File: src/rtl/dpct_pkg.sv
// shared constants, types and sine table function for the dq park/clarke transform
package dpct_pkg;

    // default sizing handed to the top level
    localparam int ANGLE_STEPS_DEF  = 360;
    localparam int SAMPLE_WIDTH_DEF = 16;

    // fixed field and table widths
    localparam int ANGLE_W   = 9;
    localparam int SINE_W    = 16;
    localparam int FRAC_BITS = 15;
    localparam int RND_HALF  = 1 << (FRAC_BITS - 1);

    // op codes
    localparam logic OP_FORWARD = 1'b0;
    localparam logic OP_INVERSE = 1'b1;

    // q1.15 transform coefficients
    localparam logic signed [SINE_W-1:0] K_0408 = 16'sd13369;
    localparam logic signed [SINE_W-1:0] K_0707 = 16'sd23167;
    localparam logic signed [SINE_W-1:0] K_0816 = 16'sd26739;

    // pi in q2.30 and the taylor series divisors (2n)(2n+1)
    localparam longint unsigned PI_Q30      = 64'd3373259426;
    localparam longint unsigned HALF_PI_Q30 = PI_Q30 / 2;
    localparam int SERIES_TERMS = 10;
    localparam longint unsigned SERIES_DIV [SERIES_TERMS+1] = '{
        64'd1, 64'd6, 64'd20, 64'd42, 64'd72, 64'd110,
        64'd156, 64'd210, 64'd272, 64'd342, 64'd420
    };

    // per-stage load enables of the pipeline
    typedef struct packed {
        logic s1;
        logic s2;
        logic s3;
        logic s4;
        logic s5;
        logic s6;
        logic s7;
    } stage_en_t;

    // sine in q1.15 of an angle given in q2.30 radians, folded to the first quadrant
    function automatic logic signed [SINE_W-1:0] sine_q15(input longint unsigned x_in);
        longint unsigned x;
        longint unsigned sum;
        longint unsigned term;
        longint unsigned q;
        logic            neg;
        logic [SINE_W-1:0] res;
        x   = x_in;
        neg = 1'b0;
        if (x >= PI_Q30)
        begin
            neg = 1'b1;
            x   = x - PI_Q30;
        end
        if (x > HALF_PI_Q30)
        begin
            x = PI_Q30 - x;
        end
        sum  = x;
        term = x;
        for (int n = 1; n <= SERIES_TERMS; n++)
        begin
            term = (((term * x) >> 30) * x) >> 30;
            term = term / SERIES_DIV[n];
            if ((n & 1) != 0)
                sum = sum - term;
            else
                sum = sum + term;
        end
        q = (sum + 64'd16384) >> 15;
        if (q > 64'd32768)
            q = 64'd32768;
        if (neg)
            res = SINE_W'(64'd0 - q);
        else if (q > 64'd32767)
            res = 16'h7fff;
        else
            res = SINE_W'(q);
        return res;
    endfunction

endpackage

File: src/rtl/dpct_angle_index.sv
// angle reduction modulo the table length and sine/cosine table indexes
module dpct_angle_index #(
    parameter int ANGLE_STEPS = dpct_pkg::ANGLE_STEPS_DEF
) (
    input  logic                              clk,
    input  dpct_pkg::stage_en_t               en,
    input  logic [dpct_pkg::ANGLE_W-1:0]      angle_deg,
    output logic [$clog2(ANGLE_STEPS)-1:0]    sin_idx,
    output logic [$clog2(ANGLE_STEPS)-1:0]    cos_idx
);

    localparam int AIDX_W  = $clog2(ANGLE_STEPS);
    localparam int SHIFT   = dpct_pkg::ANGLE_W + AIDX_W;
    localparam int RECIP_W = dpct_pkg::ANGLE_W + 2;
    localparam int RECIP   = ((1 << SHIFT) + ANGLE_STEPS - 1) / ANGLE_STEPS;
    localparam int PROD_W  = dpct_pkg::ANGLE_W + RECIP_W;
    localparam int TMP_W   = dpct_pkg::ANGLE_W + AIDX_W + 1;
    localparam int QUARTER = ANGLE_STEPS / 4;

    logic [dpct_pkg::ANGLE_W-1:0] quot_next;
    logic [dpct_pkg::ANGLE_W-1:0] quot_reg;
    logic [dpct_pkg::ANGLE_W-1:0] ang_reg;
    logic [TMP_W-1:0]             rem_val;
    logic [TMP_W-1:0]             cos_sum;
    logic [AIDX_W-1:0]            sin_idx_next;
    logic [AIDX_W-1:0]            cos_idx_next;
    logic [AIDX_W-1:0]            sin_idx_reg;
    logic [AIDX_W-1:0]            cos_idx_reg;

    // quotient by reciprocal multiply, exact for every 9-bit angle
    assign quot_next = dpct_pkg::ANGLE_W'(
        (PROD_W'(angle_deg) * PROD_W'(RECIP)) >> SHIFT);

    // remainder and quarter-turn offset for cosine
    always_comb
    begin
        rem_val = TMP_W'(ang_reg) - TMP_W'(quot_reg) * TMP_W'(ANGLE_STEPS);
        cos_sum = rem_val + TMP_W'(QUARTER);
        if (cos_sum >= TMP_W'(ANGLE_STEPS))
            cos_sum = cos_sum - TMP_W'(ANGLE_STEPS);
        sin_idx_next = AIDX_W'(rem_val);
        cos_idx_next = AIDX_W'(cos_sum);
    end

    // stage 1 quotient
    always_ff @(posedge clk)
    begin
        if (en.s1)
        begin
            quot_reg <= quot_next;
            ang_reg  <= angle_deg;
        end
    end

    // stage 2 indexes
    always_ff @(posedge clk)
    begin
        if (en.s2)
        begin
            sin_idx_reg <= sin_idx_next;
            cos_idx_reg <= cos_idx_next;
        end
    end

    assign sin_idx = sin_idx_reg;
    assign cos_idx = cos_idx_reg;

endmodule

File: config.mk
export PLATFORM = sky130hd
export DESIGN_NAME = dpct_angle_index
export DESIGN_NICKNAME = d
export VERILOG_FILES = /design/src/rtl/dpct_pkg.sv /design/src/rtl/dpct_angle_index.sv
export SDC_FILE = /design/constraint.sdc
export NUM_CORES = 1
export LEC_CHECK = 0
export ABC_AREA = 1
export BUFFER_PORTS_ARGS = -buffer_cell sky130_fd_sc_hd__buf_4
export CORE_ASPECT_RATIO = 0.9
export CORE_MARGIN = 5
export CORE_UTILIZATION = 35
export CTS_CLUSTER_DIAMETER = 120
export DETAILED_ROUTE_END_ITERATION = 8
export GPL_ROUTABILITY_DRIVEN = 0
export PLACE_DENSITY = 0.52
export SLEW_MARGIN = 40
export SYNTH_ARGS = -nofsm -noshare
export SYNTH_HDL_FRONTEND = slang
export SYNTH_SLANG_ARGS = --single-unit
File: constraint.sdc
create_clock -name clk -period 9.1 [get_ports clk]
set_input_delay 0.91 -clock clk [delete_from_list [all_inputs] [get_ports clk]]
set_output_delay 0.91 -clock clk [all_outputs]
set_load 0.02 [all_outputs]
# == Yosys cells after proc, flatten, opt, wreduce, memory -nomap -nowiden ==
# Cells that the tools add are included.
# word_totals
regBits,28
latchBits,0
mem_bits_rw,0
rom_bits,0
input_bits,17
out_inout_bits,18
word_cells,11
n_memories,0
# op_classes
addsub,3
n_mul,2
div,0
n_lt_le_gt_ge,1
eq_ne,0
n_shift,0
mux,1
bitwise_logic,0
reduce_logical,0
# op_table
op,n
>= comparator 19 x 9 -> 1 bit (second input constant),1
multiplier 9 x 10 -> 19 bit (second input constant),1
adder 11 x 8 -> 12 bit (second input constant),1
subtractor 9 x 10 -> 11 bit,1
2-to-1 mux 9 bit,1
subtractor 9 bit (second input constant),1
multiplier 1 x 6 -> 7 bit (second input constant),1

# == Depth between registers and ports, before layout ==
# logic_depth
word_depth,5
mapped_depth,17
ltp_nobuf,17

# == Worst setup path before layout ==
# OpenSTA, ideal clock, no wires.
# synth_path
kind,input-to-reg
startpoint,input angle_deg[0] (netlist name)
endpoint,register quot_reg[0] (netlist name) (data pin)
setup_ps,257
t_arrival_ps,3646
required_ps,8843
setup_slack_ps,5197
path_stages,14
path_buffers,0
cell_sequence,ha_1 -> inv_1 -> fa_1 -> inv_1 -> fa_1 -> inv_1 -> fa_1 -> inv_1 -> ha_1 -> a21oi_1 -> o221ai_1 -> nand3_1 -> nand2_1 -> xor2_1
# synth_via
elab_chain_len,1
# synth_rtl
element,line,text
from (decl),dpct_angle_index.sv:7,"input logic [dpct_pkg::ANGLE_W-1:0] angle_deg,"
multiplier 9 x 10 -> 19 bit,dpct_angle_index.sv:32,(PROD_W'(angle_deg) * PROD_W'(RECIP)) >> SHIFT);
"named net quot_next, one bit",dpct_angle_index.sv:20,logic [dpct_pkg::ANGLE_W-1:0] quot_next;
to (signal assigned),dpct_angle_index.sv:50,quot_reg <= quot_next;
to (decl),dpct_angle_index.sv:21,logic [dpct_pkg::ANGLE_W-1:0] quot_reg;
# The timed path passes the listed nets, and every way through them passes these cells.
# A chain may end at the register's enable or synchronous reset.

# == Worst setup path after layout ==
# Same ends and word-level chain as after synthesis.

==> results by group <==
Outcome
  • Status: finished clean

Power
  • Combinational Power Share: between 60% and 70%
  • Leakage dissipation: between 1.5 and 2 nW
  • Worst IR Drop VDD: 77.0 µV
  • Internal power: between 0.3 and 0.4 mW
  • Sw Share: 46.3%
  • Clock Power Share: about a tenth
  • Sequential share of power: 25.1%
  • Pwr Total: between 0.7 and 0.8 mW
  • Cell Pwr Density: ~220 nW/µm²
  • Sw Pwr: 0.341 mW

Worst setup path
  • CP bufs+invs: 5
  • Crit path max fanout: 4
  • Critical path cell sequence: buf_4, ha_1, inv_1, fa_1, inv_1, fa_1, inv_1, fa_1, inv_1, ha_1, a21oi_1, o221ai_1, nand3_1, nand2_1, xor2_1
  • CP required: ~9100 ps
  • CP max stage cell: fa_1
  • CP endpoint kind: register
  • R2R setup slack: 6670 ps
  • Startpoint Class: input port
  • Critical path's largest stage delay: approximately 530 ps
  • Critical Path Most Common Cell: inv_1
  • Crit path max-delay family: adder cells
  • Worst setup path category: input port to register
  • Worst EP arrival: between 4000 and 5000 ps

Floorplanning
  • Core region area: ~8100 µm²
  • Die ar.: a little over 10000 µm²
  • Row count: 31
  • Starting Density: between 30% and 40%
  • Die width: roughly 110 µm
  • Die Y: between 90 and 100 µm
  • I/O Pins: 35

Detailed routing
  • DRC Markers: 0
  • Drt first pass iters: 4
  • Via count: 1935
  • Remaining antenna violation count: 0
  • Total Wirelength: 5.00 mm
  • Post-DR vias/cell: between 4 and 5
  • Initial drt markers: 28
  • WL per Instance: approximately 12 µm

Cells and area
  • Final core utilization: about two fifths
  • Layout cell share with drive strength beyond 1: between 20% and 30%
  • Ant diodes: 0
  • Post-route cell area: between 3000 and 4000 µm²
  • # nets final: 424
  • # fillers: between 800 and 900
  • Area delta synth->final: 13.2%
  • Layout Cells excl Fill: 433

Hold path
  • Hold crit path type: register to register

Synthesis
  • Yosys Warn Count: 0
  • Cells after Synth: 302
  • FFs w/ async S/R, synth: 0%
  • Area contributors post-synth: edfxtp_1 28%, ha_1 22%, fa_1 15%
  • Top-count cell post-synth: inv_1
  • Sequential fraction of the synthesis area: 28.0%
  • Syn_nets: about 400
  • Yosys reg bits: 27
  • Yosys top cell area share: between 20 and 30%
  • Netlist cell types: 29
  • Top_reg_cell synth: edfxtp_1
  • Synth cell count leaders: 73 x inv_1, 50 x ha_1, 41 x nand2_1
  • Largest area contributor in the netlist: edfxtp_1
  • Post-Syn Area per Cell: slightly below 10 µm²
  • Cell Area, Synth: 2900 µm²
  • Count of flip-flops with a built-in enable after synthesis: 27

CTS
  • Clk root buf: clkbuf_8
  • TritonCTS clock tree: built
  • Worst-case clock buffer depth: 2
  • Post-CTS setup buffers: 0
  • Clock tree sinks: 27
  • Num CTS Buffers: 3
  • Post-CTS Hold Fix Bufs: 0
  • CTS clk-pin slew, worst paths: around 100 ps
  • H-tree levels: 1
  • Skew-Pair Late Insertion Delay: approximately 270 ps
  • CTS resizes: 0

Timing
  • F_max: ~250 MHz
  • RSZ-0062 raised after global routing: no
  • Final min period: between 3000 and 4000 ps
  • Slew Limit Fails: 0
  • Clock Skew: ~1.7 ps
  • Fin crit share: 43.8%
  • Final-report hold violation count: 0
  • Normalized max-slew margin: just over 70%
  • Worst-margin pin slew: around 400 ps
  • Fin Hold WS: about 460 ps
  • Fin Setup TNS: 0 ps
  • Final worst slack: 5120 ps
  • Final Setup Violations: 0

Placement
  • Placed insts: around 430
  • IO buf count: 29
  • Detailed Place HPWL: 4.47 mm
  • Placed inst area: roughly 3200 µm²
  • Pre-CTS setup slack: approximately 4800 ps

GRT
  • Initial antenna violation count: 0
  • Pin count of the biggest net entering global routing: 18
  • Vias in the first global route: between 1500 and 2000
  • Global route overflow: 0
  • Gr usage total: between 10% and 20%
  • First-pass GRT wire length: slightly below 9 mm

Job
  • Max_cap viols: 0
[cells in the final DEF (no fill, tap or decap), drive strengths merged]
| master | n |
|---|---|
| inv | 81 |
| nand2 | 62 |
| ha | 50 |
| buf | 29 |
| edfxtp | 27 |
| fa | 22 |
| nor2 | 13 |
| nand3 | 13 |
| a21oi | 11 |
| nand4 | 8 |
| o21ai | 5 |
| xor2 | 4 |
| clkbuf | 3 |
| xnor2 | 2 |
| o221ai | 1 |
| nor3 | 1 |
| o31ai | 1 |
| nand3b | 1 |
[metal layers]
layer  vias up  track usage [%]  wire [µm]
li1       1029                -          -
met1       869             14.2       2410
met2        35             18.8       2400
met3         2             1.27        171
met4         0             2.27         24
met5         -                0          0
[cell type report]
type                    count  area, µm²  area share (%)
clock buffers               3       41.3            1.26
clock inverters             1       8.76           0.267
inverters                  80        303            9.22
multi-input cells         194       1780            54.2
flip-flops and latches     27        811            24.7
well taps                  99        124            3.77
repair buffers             29        218            6.63
[power by group through the flow]
stage          registers, mW  logic, mW  clock network (mW)
5_1_grt                0.188      0.555              0.0804
3_5_place_dp           0.188      0.488                   0
2_1_floorplan          0.216      0.348                   0
4_1_cts                0.185      0.491              0.0767
3_3_place_gp           0.188      0.481                   0
6_report               0.185      0.479              0.0726
[logic make-up (layout without fill, tap and decap cells)]
logic type                 after synthesis  count (layout)  share of synthesized area [%]
buffers and inverters                   81             113                           10.7
and+or+nand+nor                         98              98                           18.7
xor gates and xnor gates                 6               6                           2.07
adders and majority gates               72              72                           36.8
AOI/OAI and AO/OA                       18              18                           3.84
DFF                                     27              27                           28.0
[final timing paths]
path	startpoint	end	cells past startpoint
max	angle_deg[0]	quot_reg[0]$_DFFE_PP_	15
min	ang_reg[0]$_DFFE_PP_	sin_idx[0]$_DFFE_PP_	0
max reg2reg	quot_reg[0]$_DFFE_PP_	cos_idx[3]$_DFFE_PP_	12
min reg2reg	ang_reg[0]$_DFFE_PP_	sin_idx[0]$_DFFE_PP_	0
[worst register-to-register path: cells and delay by family, from the launching register on]
family	cells	cell delay [ps]
simple gates	6	570
flops	1	410
buf+inv	2	170
xor+xnor	1	230
fa+ha+maj	3	800
(Power assumes the default switching activity.)
