**src/rtl/dpct_pkg.sv**
```systemverilog
// shared constants, types and sine table function for the dq park/clarke transform
package dpct_pkg;

    // default sizing handed to the top level
    localparam int ANGLE_STEPS_DEF  = 360;
    localparam int SAMPLE_WIDTH_DEF = 16;

    // fixed field and table widths
    localparam int ANGLE_W   = 9;
    localparam int SINE_W    = 16;
    localparam int FRAC_BITS = 15;
    localparam int RND_HALF  = 1 << (FRAC_BITS - 1);

    // op codes
    localparam logic OP_FORWARD = 1'b0;
    localparam logic OP_INVERSE = 1'b1;

    // q1.15 transform coefficients
    localparam logic signed [SINE_W-1:0] K_0408 = 16'sd13369;
    localparam logic signed [SINE_W-1:0] K_0707 = 16'sd23167;
    localparam logic signed [SINE_W-1:0] K_0816 = 16'sd26739;

    // pi in q2.30 and the taylor series divisors (2n)(2n+1)
    localparam longint unsigned PI_Q30      = 64'd3373259426;
    localparam longint unsigned HALF_PI_Q30 = PI_Q30 / 2;
    localparam int SERIES_TERMS = 10;
    localparam longint unsigned SERIES_DIV [SERIES_TERMS+1] = '{
        64'd1, 64'd6, 64'd20, 64'd42, 64'd72, 64'd110,
        64'd156, 64'd210, 64'd272, 64'd342, 64'd420
    };

    // per-stage load enables of the pipeline
    typedef struct packed {
        logic s1;
        logic s2;
        logic s3;
        logic s4;
        logic s5;
        logic s6;
        logic s7;
    } stage_en_t;

    // sine in q1.15 of an angle given in q2.30 radians, folded to the first quadrant
    function automatic logic signed [SINE_W-1:0] sine_q15(input longint unsigned x_in);
        longint unsigned x;
        longint unsigned sum;
        longint unsigned term;
        longint unsigned q;
        logic            neg;
        logic [SINE_W-1:0] res;
        x   = x_in;
        neg = 1'b0;
        if (x >= PI_Q30)
        begin
            neg = 1'b1;
            x   = x - PI_Q30;
        end
        if (x > HALF_PI_Q30)
        begin
            x = PI_Q30 - x;
        end
        sum  = x;
        term = x;
        for (int n = 1; n <= SERIES_TERMS; n++)
        begin
            term = (((term * x) >> 30) * x) >> 30;
            term = term / SERIES_DIV[n];
            if ((n & 1) != 0)
                sum = sum - term;
            else
                sum = sum + term;
        end
        q = (sum + 64'd16384) >> 15;
        if (q > 64'd32768)
            q = 64'd32768;
        if (neg)
            res = SINE_W'(64'd0 - q);
        else if (q > 64'd32767)
            res = 16'h7fff;
        else
            res = SINE_W'(q);
        return res;
    endfunction

endpackage

```
**src/rtl/dpct_rotator.sv**
```systemverilog
// park rotation shared by both directions: four products, then rounded sums
module dpct_rotator #(
    parameter int SAMPLE_WIDTH = dpct_pkg::SAMPLE_WIDTH_DEF
) (
    input  logic                                clk,
    input  dpct_pkg::stage_en_t                 en,
    input  logic                                inverse,
    input  logic signed [SAMPLE_WIDTH:0]        x_val,
    input  logic signed [SAMPLE_WIDTH:0]        y_val,
    input  logic signed [dpct_pkg::SINE_W-1:0]  sin_val,
    input  logic signed [dpct_pkg::SINE_W-1:0]  cos_val,
    output logic signed [SAMPLE_WIDTH+2:0]      rot_a,
    output logic signed [SAMPLE_WIDTH+2:0]      rot_b
);

    localparam int SN_W = dpct_pkg::SINE_W + 1;
    localparam int PW   = SAMPLE_WIDTH + 18;
    localparam int RW   = SAMPLE_WIDTH + 3;

    logic signed [SN_W-1:0] sin_eff;
    logic signed [PW-1:0]   pcx_next;
    logic signed [PW-1:0]   psy_next;
    logic signed [PW-1:0]   pcy_next;
    logic signed [PW-1:0]   psx_next;
    logic signed [PW-1:0]   pcx_reg;
    logic signed [PW-1:0]   psy_reg;
    logic signed [PW-1:0]   pcy_reg;
    logic signed [PW-1:0]   psx_reg;
    logic signed [PW-1:0]   sum_a;
    logic signed [PW-1:0]   sum_b;
    logic signed [RW-1:0]   rot_a_next;
    logic signed [RW-1:0]   rot_b_next;
    logic signed [RW-1:0]   rot_a_reg;
    logic signed [RW-1:0]   rot_b_reg;

    // inverse rotation is the forward one with the sine negated
    always_comb
    begin
        if (inverse)
            sin_eff = SN_W'(0) - SN_W'(sin_val);
        else
            sin_eff = SN_W'(sin_val);
        pcx_next = PW'(cos_val) * PW'(x_val);
        psy_next = PW'(sin_eff) * PW'(y_val);
        pcy_next = PW'(cos_val) * PW'(y_val);
        psx_next = PW'(sin_eff) * PW'(x_val);
    end

    // stage 4 products
    always_ff @(posedge clk)
    begin
        if (en.s4)
        begin
            pcx_reg <= pcx_next;
            psy_reg <= psy_next;
            pcy_reg <= pcy_next;
            psx_reg <= psx_next;
        end
    end

    // sums rounded to nearest, halves upward
    always_comb
    begin
        sum_a      = pcx_reg + psy_reg + PW'(dpct_pkg::RND_HALF);
        sum_b      = pcy_reg - psx_reg + PW'(dpct_pkg::RND_HALF);
        rot_a_next = RW'(sum_a >>> dpct_pkg::FRAC_BITS);
        rot_b_next = RW'(sum_b >>> dpct_pkg::FRAC_BITS);
    end

    // stage 5 rotated pair
    always_ff @(posedge clk)
    begin
        if (en.s5)
        begin
            rot_a_reg <= rot_a_next;
            rot_b_reg <= rot_b_next;
        end
    end

    assign rot_a = rot_a_reg;
    assign rot_b = rot_b_reg;

endmodule

```
**config.mk**
```make
export PLATFORM = sky130hd
export DESIGN_NAME = dpct_rotator
export DESIGN_NICKNAME = d
export VERILOG_FILES = /design/src/rtl/dpct_pkg.sv /design/src/rtl/dpct_rotator.sv
export SDC_FILE = /design/constraint.sdc
export NUM_CORES = 2
export LEC_CHECK = 0
export ABC_AREA = 0
export BUFFER_PORTS_ARGS = -buffer_cell sky130_fd_sc_hd__buf_2
export CAP_MARGIN = 20
export CORE_UTILIZATION = 28
export CTS_BUF_LIST = sky130_fd_sc_hd__clkbuf_16
export CTS_CLUSTER_DIAMETER = 120
export DETAILED_ROUTE_END_ITERATION = 7
export GPL_TIMING_DRIVEN = 0
export SYNTH_ARGS = -nofsm -noshare
export SYNTH_HDL_FRONTEND = slang
export SYNTH_SLANG_ARGS = --single-unit
```
**constraint.sdc**
```tcl
create_clock -name clk -period 8.1 [get_ports clk]
set_clock_uncertainty 0.05 [all_clocks]
set_input_delay 0.81 -clock clk [delete_from_list [all_inputs] [get_ports clk]]
set_output_delay 0.81 -clock clk [all_outputs]
set_load 0.02 [all_outputs]
```
-- After elaboration in Yosys (flattened, before gate mapping)
Cells that the tools add are included.
- bits in registers: 174
- bits in latches: 0
- bits in writable memories: 0
- ROM bits: 0
- input bits: 75
- output and inout bits: 38
- word-level logic and storage cells: 16
- memories kept: 0
- add/subtract/negate cells: 5
- multiply operators: 4
- divide/modulo/power cells: 0
- magnitude comparators: 0
- equality and inequality tests: 0
- shift operators: 0
- muxes and demuxes: 1
- bitwise gates (word level): 0
- reduce and logical (&&, ||, !) cells: 0
- operators by type and width (operator ; number):
    adder 34 x 16 -> 34 bit (second input constant) ; 2
    multiplier 17 x 17 -> 34 bit ; 2
    multiplier 16 x 17 -> 33 bit ; 2
    adder 34 bit ; 1
    subtractor 34 bit ; 1
    two-way mux 17 bit ; 1
    subtractor 1 x 16 -> 17 bit (first input constant) ; 1

-- Longest topological paths before layout
- depth after elaboration: 3
- depth in mapped cells: 34
- mapped depth without buffers: 31

-- Worst setup path before layout
No wires, ideal clock.
- path kind: in2reg
- start point: input port sin_val[0] (netlist name)
- end point: register psy_reg[33], data pin
- library setup time: 0.260 ns
- arrival time: 7.822 ns
- required time: 7.790 ns
- slack: -0.032 ns
- cell stages on the path: 27
- buffers on the path: 2
- cell sequence: clkbuf_1 inv_1 ha_1 nand2_1 or4_4 o41a_1 xor2_1 clkbuf_1 nand2_1 fa_1 fa_1 inv_1 fa_1 fa_1 fa_1 inv_1 fa_1 inv_1 ha_1 or2_1 a21o_1 a31o_1 a21o_1 or4b_1 a31o_2 a21oi_2 xnor2_1
- longest elaborated chain between the ends: 3
- RTL lines (element ; RTL line ; source):
    from (decl) ; dpct_rotator.sv:10 ; input logic signed [dpct_pkg::SINE_W-1:0] sin_val,
    subtractor 1 x 16 -> 17 bit ; dpct_rotator.sv:40 ; sin_eff = SN_W'(0) - SN_W'(sin_val);
    two-way mux 17 bit (*) ; dpct_rotator.sv:39 ; if (inverse)
    multiplier 17 x 17 -> 34 bit (*) ; dpct_rotator.sv:44 ; psy_next = PW'(sin_eff) * PW'(y_val);
    via psy_next[33] ; dpct_rotator.sv:22 ; logic signed [PW-1:0] psy_next;
    to (signal assigned) ; dpct_rotator.sv:55 ; psy_reg <= psy_next;
    to (decl) ; dpct_rotator.sv:26 ; logic signed [PW-1:0] psy_reg;
The timed path passes the listed nets; every way through them passes the cells marked *.
A chain may end at the register's enable or synchronous reset.

-- Worst setup path after layout
- start point: input port sin_val[0] (netlist name)
- end point: register psx_reg[32], data pin
- longest elaborated chain between the ends: 3
- RTL lines (element ; RTL line ; source):
    subtractor 1 x 16 -> 17 bit ; dpct_rotator.sv:40 ;
    two-way mux 17 bit (*) ; dpct_rotator.sv:39 ;
    multiplier 17 x 17 -> 34 bit (*) ; dpct_rotator.sv:46 ; psx_next = PW'(sin_eff) * PW'(x_val);
    via psx_next[32] ; dpct_rotator.sv:24 ; logic signed [PW-1:0] psx_next;
    to (signal assigned) ; dpct_rotator.sv:57 ; psx_reg <= psx_next;
    to (decl) ; dpct_rotator.sv:28 ; logic signed [PW-1:0] psx_reg;
Marks and branches as above.

==> metrics <==
routed length on met2 79.83 mm; Clock transition at path regs 70 ps; number of flops mapped to enable cells by yosys 172; Post-Synthesis Net Count 7070; Startpoint Class input port; setup TNS -413.6 ps; PnR worst setup slack -166.1 ps; Worst Setup SP sin_val[0]; CTS Buffer Depth 2; Die H 430.0 um; fillers 18703; Starting Density 0.2829; initial antenna violation count 46; Multi-input gate area 0.04119 mm^2; Detail Route Antenna Nets 0; worst reg2reg startpoint pcx_reg[15]$_DFFE_PP_; Final min period 8266 ps; Pre-antenna DRT Iters 5; CP Capture Type register; Syn-to-layout area delta 11.47%; Post-synth ARST share 0; Total GRT Usage 0.1924; share of layout cells above drive strength 1 0.07688; Post-Route WL 173.7 mm; met1 WL 67.84 mm; total gr overflow 0; met3 WL 14.05 mm; Port Buffer Count 96; vias in the first global route 40497; boundary pin count 113; CTS sink cnt 172; FMAX 121.0 MHz; CTS tree yes; worst slew pin tran 1291 ps; Yosys reg bits 172; Yosys top cell area share 0.4465; hold path startpoint psy_reg[33]$_DFFE_PP_; Die ar. 0.1849 mm^2; max_cap viols 0; post-route core utilization 0.3153; Core ar. 0.1813 mm^2; hpwl dp 146.9 mm; Critical Path Max Stage Delay 570 ps; hold_ws 631.8 ps; ys flop type edfxtp_1; Root Driver clkbuf_16; Req. time, crit path 8370 ps; failing checks negative setup slack; Row Count 156; crit path DAT 8540 ps; crit share post-route 1.021; WS Path Type input port to register; Hold Fails Final Rpt 0; H-tree depth 4; Slew Limit Fails 0; Final setup viols 4; Crit-path slowest cell fa_1; clock insertion delay at the later pin of the skew report 520 ps; area leader, netlist fa_1; Crit Path Max Fanout 7; drc violations 0; first-pass GRT wire length 259.9 mm; Min-Delay Path Class register to register; Netlist cell types 80; DR top layer met5; TritonCTS Buffers 17; RSZ-0062 raised after global routing true; Yosys warning count 0; FF/Latch Area 0.005165 mm^2; Hold Buf Count CTS 0; synthesized cell area 0.05129 mm^2; Syn Area/Cell 9.523 um^2; sequential area share after synthesis 0.1007; Via density 4.727; fin nets 7238; GPL Wtd Cong 1.001; status finished, violations left; Slew headroom 0.1396; largest net degree at the start of global routing 91; drt initial violations 3010; DR WL/cell 21.84 um; vias 37583; Die X 430.0 um; Synth area leaders fa_1, ha_1, edfxtp_1, inv_1, and2_1; gate count of the mapped netlist 5386
==> stage by stage <==
step,instances,instance area (um^2),setup WS (ps)
CTS,7916,56560,-388.4
finish,7951,57170,-166.1
floorplan,5386,51290,5.768
detailed placement,7861,54870,-3329
global placement,7852,54740,-3613
global route,7947,57160,-317.5
==> layer usage <==
layer / vias to the layer above / track usage
met5: - / 0
met4: 10 / 0.1187
met3: 374 / 0.03745
met2: 1478 / 0.3053
met1: 19335 / 0.2410
li1: 16386 / -
==> cell usage in the layout, fill, tap and decap left out, types with 108 or more instances in the layout <==
| cell type | netlist | final |
|---|---|---|
| xnor2_1 | 149 | 130 |
| and2_1 | 503 | 501 |
| nor2_1 | 116 | 111 |
| a21oi_1 | 121 | 108 |
| ha_1 | 465 | 445 |
| clkbuf_1 | 214 | 147 |
| nand2_1 | 635 | 625 |
| inv_1 | 1346 | 1331 |
| fa_1 | 1144 | 1123 |
| edfxtp_1 | 172 | 172 |
==> cell usage after synthesis (all sizes together) (16+ instances only) <==
master,instances
o21ai,81
a211oi,20
nor2,116
nor3,31
nand2,635
a21o,47
nand3,28
nand2b,46
clkbuf,215
and2,503
o21bai,20
inv,1346
edfxtp,172
xnor2,149
a21oi,129
nand4,16
ha,465
xor2,48
fa,1144
o21a,20
==> kinds of logic (layout without fill, tap and decap cells) <==
group	count (synthesis)	in the layout	synth area share
AO/OA/AOI/OAI	405	405	0.05250
XOR/XNOR	197	197	0.03364
adder cells (fa/ha/maj)	1609	1609	0.5600
buffers and inverters	1565	1746	0.1147
flip-flops	172	172	0.1007
multiplexers	2	2	0.0004147
other	0	14	0
AND/OR/NAND/NOR	1436	1436	0.1381
==> what timing repair did <==
| item | 4_1_cts | 5_1_grt |
|---|---|---|
| pin swaps | 52 | 45 |
| setup endpoints to repair | 51 | 34 |
| gates cloned | 0 | 0 |
| gates resized for setup | 210 | 155 |
| buffers inserted | 27 | 23 |
==> path summary, 6_finish.rpt <==
path	to	slack, ps	cells after the start
max	psx_reg[32]$_DFFE_PP_	-170	32
min	rot_a[18]$_DFFE_PP_	630	2
max reg2reg	rot_a[17]$_DFFE_PP_	4580	11
min reg2reg	rot_a[18]$_DFFE_PP_	630	2
==> cell type report <==
type	count	share of cell area
clock inverters	15	0.003064
well taps	2370	0.05187
multi-input cells	3649	0.7205
flip-flops and latches	172	0.09034
diodes	14	0.0006128
repair buffers	155	0.01827
clock buffers	17	0.007441
plain buffers	213	0.01926
inverters	1346	0.08868
==> worst max-delay path: cells and delay by family <==
kind | cells | cell delay [ps]
fa+ha+maj | 8 | 3520
buf+inv | 10 | 1180
compound gates | 5 | 1220
xor+xnor | 2 | 570
simple gates | 7 | 1190
Power is not shown: default switching activity piles up to over one toggle a cycle in this logic, so the estimate is an artifact.
